`config.mk`:
```
export PLATFORM = sky130hd
export DESIGN_NAME = sfdl_ctrl
export DESIGN_NICKNAME = d
export VERILOG_FILES = /design/src/rtl/sfdl_pkg.sv /design/src/rtl/sfdl_ctrl.sv
export SDC_FILE = /design/constraint.sdc
export NUM_CORES = 1
export LEC_CHECK = 0
export ABC_AREA = 0
export BUFFER_PORTS_ARGS = -buffer_cell sky130_fd_sc_hd__buf_2
export CORE_MARGIN = 3
export CORE_UTILIZATION = 31
export CTS_BUF_LIST = sky130_fd_sc_hd__clkbuf_16
export CTS_CLUSTER_SIZE = 20
export DETAILED_ROUTE_END_ITERATION = 12
export HOLD_SLACK_MARGIN = 0.15
export PLACE_DENSITY = 0.59
export REMOVE_ABC_BUFFERS = 1
export SYNTH_ARGS = -nofsm -noshare
export SYNTH_HDL_FRONTEND = slang
export SYNTH_SLANG_ARGS = --single-unit
```
`constraint.sdc`:
```
create_clock -name clock -period 1.2 [get_ports clock]
set_input_delay 0.12 -clock clock [delete_from_list [all_inputs] [get_ports clock]]
set_output_delay 0.12 -clock clock [all_outputs]
set_load 0.01 [all_outputs]
```
`src/rtl/sfdl_pkg.sv`:
```
// Shared types, constants and helpers for the stereo feedback delay line.
`default_nettype none
package sfdl_pkg;

   localparam int SAMPLE_BITS         = 16;
   localparam int DAMP_EXTRA_BITS     = 8;
   localparam int DAMP_W              = SAMPLE_BITS + DAMP_EXTRA_BITS;
   localparam int DELAY_DEPTH_DEFAULT = 131072;

   // shared multiplier: A operand holds a difference of damping-scale values
   localparam int MUL_A_W = DAMP_W + 1;
   localparam int MUL_B_W = 18;
   localparam int PROD_W  = MUL_A_W + MUL_B_W;
   localparam int ACC_W   = PROD_W + 1;

   // configuration port
   localparam int CSR_IDX_W  = 3;
   localparam int CSR_DATA_W = 17;

   localparam logic [CSR_IDX_W-1:0] CSR_CHANNEL_COUNT  = 3'd0;
   localparam logic [CSR_IDX_W-1:0] CSR_DELAY_SAMPLES  = 3'd1;
   localparam logic [CSR_IDX_W-1:0] CSR_DELAY_FRACTION = 3'd2;
   localparam logic [CSR_IDX_W-1:0] CSR_FEEDBACK_GAIN  = 3'd3;
   localparam logic [CSR_IDX_W-1:0] CSR_WET_MIX        = 3'd4;

   localparam logic [1:0]  CHANNELS_MONO = 2'd1;

   localparam logic [1:0]  RST_CHANNEL_COUNT  = 2'd2;
   localparam logic [16:0] RST_DELAY_SAMPLES  = 17'd19200;
   localparam logic [15:0] RST_DELAY_FRACTION = 16'd0;
   localparam logic [15:0] RST_FEEDBACK_GAIN  = 16'd22938;
   localparam logic [16:0] RST_WET_MIX        = 17'd32768;

   localparam logic [15:0] FB_MAX_Q16   = 16'd62259;
   localparam logic [16:0] MIX_ONE_Q16  = 17'd65536;
   // 0.3 in Q0.16; the 0.7 weight is 65536 minus this
   localparam logic [15:0] DAMP_NEW_Q16 = 16'd19661;

   localparam logic signed [ACC_W-1:0] SAMPLE_MAX_ACC = ACC_W'((1 << (SAMPLE_BITS - 1)) - 1);
   localparam logic signed [ACC_W-1:0] SAMPLE_MIN_ACC = -SAMPLE_MAX_ACC - 1;

   typedef enum logic [1:0] {
      OP_BLEND,
      OP_FEEDBACK,
      OP_DAMP,
      OP_MIX
   } op_type;

   typedef struct packed {
      logic signed [SAMPLE_BITS-1:0] left_in;
      logic signed [SAMPLE_BITS-1:0] right_in;
   } req_type;

   typedef struct packed {
      logic signed [SAMPLE_BITS-1:0] left_out;
      logic signed [SAMPLE_BITS-1:0] right_out;
   } rsp_type;

   typedef struct packed {
      logic   clr_we;
      logic   in_load;
      logic   addr_load;
      logic   rd_en;
      logic   mul_en;
      logic   add_en;
      logic   wr_en;
      logic   out_load;
      op_type op;
      logic   chan;
   } cmd_type;

   typedef struct packed {
      logic clr_last;
      logic mono;
   } sts_type;

   function automatic logic signed [SAMPLE_BITS-1:0] sat_sample(
      input logic signed [ACC_W-1:0] v
   );
      logic signed [ACC_W-1:0] c;
      priority if (v > SAMPLE_MAX_ACC) c = SAMPLE_MAX_ACC;
      else if (v < SAMPLE_MIN_ACC) c = SAMPLE_MIN_ACC;
      else c = v;
      return c[SAMPLE_BITS-1:0];
   endfunction

endpackage
`default_nettype wire

```
`src/rtl/sfdl_ctrl.sv`:
```
// Sequencer for the delay line: clear pass, tap read, four shared-multiplier ops per channel.
`default_nettype none
module sfdl_ctrl (
   input  wire logic              clock,
   input  wire logic              reset,
   input  wire logic              req_valid,
   output logic                   req_ready,
   output logic                   rsp_valid,
   input  wire logic              rsp_ready,
   input  wire sfdl_pkg::sts_type sts,
   output sfdl_pkg::cmd_type      cmd
);

   typedef enum logic [2:0] {
      ST_CLEAR,
      ST_IDLE,
      ST_ADDR,
      ST_READ,
      ST_MUL,
      ST_ADD,
      ST_FINISH
   } state_type;

   state_type        state_ff;
   sfdl_pkg::op_type op_ff;
   logic             chan_ff;
   logic             rsp_valid_ff;

   always_comb begin
      cmd           = '0;
      cmd.op        = op_ff;
      cmd.chan      = chan_ff;
      unique case (state_ff)
         ST_CLEAR:  cmd.clr_we    = 1'b1;
         ST_IDLE:   cmd.in_load   = req_valid;
         ST_ADDR:   cmd.addr_load = 1'b1;
         ST_READ:   cmd.rd_en     = 1'b1;
         ST_MUL: begin
            cmd.mul_en = 1'b1;
            // store write rides along with the mix multiply
            cmd.wr_en  = (op_ff == sfdl_pkg::OP_MIX);
         end
         ST_ADD:    cmd.add_en    = 1'b1;
         ST_FINISH: cmd.out_load  = !rsp_valid_ff || rsp_ready;
         default:   cmd           = '0;
      endcase
   end

   assign req_ready = (state_ff == ST_IDLE);
   assign rsp_valid = rsp_valid_ff;

   always_ff @(posedge clock) begin
      if (reset) begin
         state_ff     <= ST_CLEAR;
         op_ff        <= sfdl_pkg::OP_BLEND;
         chan_ff      <= 1'b0;
         rsp_valid_ff <= 1'b0;
      end else begin
         if (cmd.out_load) rsp_valid_ff <= 1'b1;
         else if (rsp_ready) rsp_valid_ff <= 1'b0;

         unique case (state_ff)
            ST_CLEAR: begin
               if (sts.clr_last) state_ff <= ST_IDLE;
            end
            ST_IDLE: begin
               if (req_valid) begin
                  state_ff <= ST_ADDR;
                  op_ff    <= sfdl_pkg::OP_BLEND;
                  chan_ff  <= 1'b0;
               end
            end
            ST_ADDR:  state_ff <= ST_READ;
            ST_READ:  state_ff <= ST_MUL;
            ST_MUL:   state_ff <= ST_ADD;
            ST_ADD: begin
               unique case (op_ff)
                  sfdl_pkg::OP_BLEND: begin
                     op_ff    <= sfdl_pkg::OP_FEEDBACK;
                     state_ff <= ST_MUL;
                  end
                  sfdl_pkg::OP_FEEDBACK: begin
                     op_ff    <= sfdl_pkg::OP_DAMP;
                     state_ff <= ST_MUL;
                  end
                  sfdl_pkg::OP_DAMP: begin
                     op_ff    <= sfdl_pkg::OP_MIX;
                     state_ff <= ST_MUL;
                  end
                  default: begin
                     if (!chan_ff && !sts.mono) begin
                        chan_ff  <= 1'b1;
                        op_ff    <= sfdl_pkg::OP_BLEND;
                        state_ff <= ST_MUL;
                     end else begin
                        state_ff <= ST_FINISH;
                     end
                  end
               endcase
            end
            ST_FINISH: begin
               if (cmd.out_load) state_ff <= ST_IDLE;
            end
            default: state_ff <= ST_CLEAR;
         endcase
      end
   end

endmodule
`default_nettype wire

```
==> key figures <==
Critical path
  • Worst Setup Path Type: register to register
  • CP max FO: 4
  • Startpoint Class: register
  • Worst path required time: 1.30 ns
  • Worst Path Arrival: 1.41 ns
  • Crit end category: register

Global route
  • Met3 Use GR: 4.43%
  • Vias in the first global route: 610
  • GRT met1 Usage: between 20% and 30%
  • Grt peak-use layer: met2
  • Initial antenna violation count: 0
  • Total GRT Usage: 17.4%
  • Met2 Use GR: 29.2%
  • Global-route wire length before repair: 2.77 mm
  • GRT overflow: 0
  • Largest net degree at the start of global routing: 10

Pwr
  • Sw frac: about a quarter
  • PD cells: 950 mW/mm2
  • Leakage: 0.000475 uW
  • Clock share of power: between 50% and 60%
  • Gate power share: between 20% and 30%
  • Reg power frac: 24.6%
  • Sw Pwr: 257 uW
  • Max VDD drop: 997 uV
  • Internal power: 784 uW

Synth
  • Library cells used by synthesis: 34
  • Ys Warns: 0
  • Seq/Total Area, Yosys: 25.3%
  • Average size of a mapped cell: 8.66 um2
  • Post-Synthesis Cells: 64
  • Mapped Area: around 550 um2
  • Yosys reg bits: 7

Routing
  • Avg WL per Cell: around 14 um
  • DR DRC count: 0
  • Drt pass-1 iters: 4
  • Final ANT Viol Nets: 0
  • DRT iter0 DRCs: 16
  • Via count: between 600 and 700
  • Post-Route WL: 1.81 mm
  • Via density per instance: 4.94

Final layout
  • Syn-to-layout area delta: 97.7%
  • Leading cell type in the layout, fill and taps excluded: buf_4
  • ANT cells: 0
  • Non-filler cells, final: 127
  • Final net count: 115
  • Most frequent cells in the layout: buf_4 (15), buf_2 (13), buf_6 (11)
  • Layout cell share with drive strength beyond 1: 74.8%

Status
  • Failing checks: setup timing
  • Outcome: finished with violations

Run
  • Max-cap violations: 0

Placement
  • Placed insts: approximately 120
  • DP HPWL: 1.07 mm
  • Port bufs: 18
  • GP Congestion: 0.697

Timing
  • RSZ-0062 raised after global routing: yes
  • Final Max Tran Viols: 0
  • Clk_skew: 0.00224 ns
  • Period Utilization, post-route: 109%
  • Max_slew headroom: 77.9%
  • Worst Slack Setup Final: -0.107 ns
  • F_max: ~770 MHz
  • Worst Max-Slew Pin Slew: ~0.33 ns
  • Final TNS setup: -0.462 ns
  • Setup-failing EPs final: 6
  • Final Hold Vio Count: 0
  • Min cycle time layout: 1.31 ns

Floorplan
  • Row count: 14
  • Die Span Y: 48.3 um
  • Initial core utilization: about a third
  • Die Wd: between 40 and 50 um
  • CORE AREA: 0.00159 mm2
  • Die ar.: 0.00233 mm2
  • Ports: 19

CTS
  • CTS H-tree depth: 1
  • Cts bufs inserted: 3
  • Clk slew on worst S/H paths: approximately 0.040 ns
  • Clock sinks: 7
  • Clk Latency, worst-skew pair: approximately 0.23 ns
  • CTS Buffer Depth: 2
  • CTS tree: done
  • CTS Root Cell: clkbuf_16

Min path
  • Hold crit path type: input pin to register
[layer usage]
layer / wire [um] / part of all wire [%]
met1: 843 / 47
met2: 876 / 48
met3: 73 / 4.0
met5: 0 / 0
met4: 19 / 1.0
[cells in the mapped netlist (all sizes together)]
| cell type | number | area [um2] |
|---|---|---|
| or3 | 1 | 11.3 |
| mux2i | 1 | 10.0 |
| ha | 5 | 62.6 |
| inv | 6 | 25.0 |
| a211oi | 3 | 27.5 |
| a31oi | 1 | 6.26 |
| nand3b | 2 | 15.0 |
| buf | 4 | 27.5 |
| o21ai | 3 | 15.0 |
| nand3 | 2 | 10.0 |
| nor2 | 2 | 7.51 |
| o32ai | 1 | 16.3 |
| o21a | 1 | 7.51 |
| o211ai | 1 | 7.51 |
| o41ai | 1 | 8.76 |
| nor3b | 1 | 7.51 |
| nor3 | 5 | 25.0 |
| nor4b | 2 | 23.8 |
| and3 | 2 | 13.8 |
| dfxtp | 7 | 140 |
| and2 | 4 | 25.0 |
| a21oi | 4 | 20.0 |
| o31ai | 1 | 12.5 |
| and3b | 1 | 10.0 |
| or2 | 1 | 6.26 |
| nor2b | 1 | 6.26 |
| nand2b | 1 | 6.26 |
[stage by stage]
step | total power, uW | util (%) | hold WS (ns) | worst slack [ns] | cell area (um2)
detailed placement | 410 | 47.2 | 0.427 | -0.175 | 752
CTS | 1020 | 63.1 | 0.176 | -0.111 | 1010
finish | 1040 | 68.8 | 0.189 | -0.107 | 1100
global route | 1080 | 68.8 | 0.190 | -0.182 | 1100
global placement | 408 | 47.2 | 0.430 | -0.121 | 752
floorplan | 331 | - | 0.189 | -0.159 | 527
[repair_timing]
item                       4_1_cts  5_1_grt
hold endpoints to repair         0        0
setup endpoints to repair       14       15
hold buffers                     0        0
gates resized for setup         35       19
pin swaps                        7        9
buffers inserted                 6        1
[sequential cells by signal (all words and copies together), names as in the netlist]
| register | flops |
|---|---|
| state_ff | 3 |
| op_ff | 2 |
| chan_ff | 1 |
| rsp_valid | 1 |
[power by group through the flow]
stage,Clock [uW],Sequential (uW),Combinational [uW]
after floorplan,0,265,66.2
after global placement,0,260,149
after detailed placement,0,260,150
after CTS,572,258,186
after global routing,586,258,232
final,569,257,216
[logic make-up (layout without fill, tap and decap cells)]
family,after synthesis,count (layout),synth area share [%]
AO/OA/AOI/OAI,16,16,21.9
buffers and inverters,10,49,9.48
flip-flops,7,7,25.3
adder cells (fa/ha/maj),5,5,11.3
multiplexers,1,1,1.81
AND/OR/NAND/NOR,25,25,30.2
[layout make-up]
cell class | instances | area (um2)
well taps | 24 | 30.0
multi-input cells | 47 | 502
inverters | 6 | 27.5
fillers | 124 | 498
clock inverters | 1 | 3.75
flip-flops and latches | 7 | 156
clock buffers | 3 | 75.1
repair buffers | 39 | 302
[path summary, 6_finish.rpt]
kind                   from     endpoint  slack, ns  cells past startpoint
hold reg to reg   rsp_valid    rsp_valid       0.55                      2
hold / removal        reset  state_ff[2]       0.19                      2
setup / recovery   op_ff[0]     op_ff[1]      -0.11                      5
setup reg to reg   op_ff[0]     op_ff[1]      -0.11                      5
[worst max-delay path, cell delays in order, from the launching register on]
cell and delay, ns:
dfxtp_2 0.32, buf_6 0.13, ha_4 0.16, buf_4 0.13, nor4b_2 0.32, o32ai_2 0.12
Note: power is estimated with default switching activity, not from simulation.
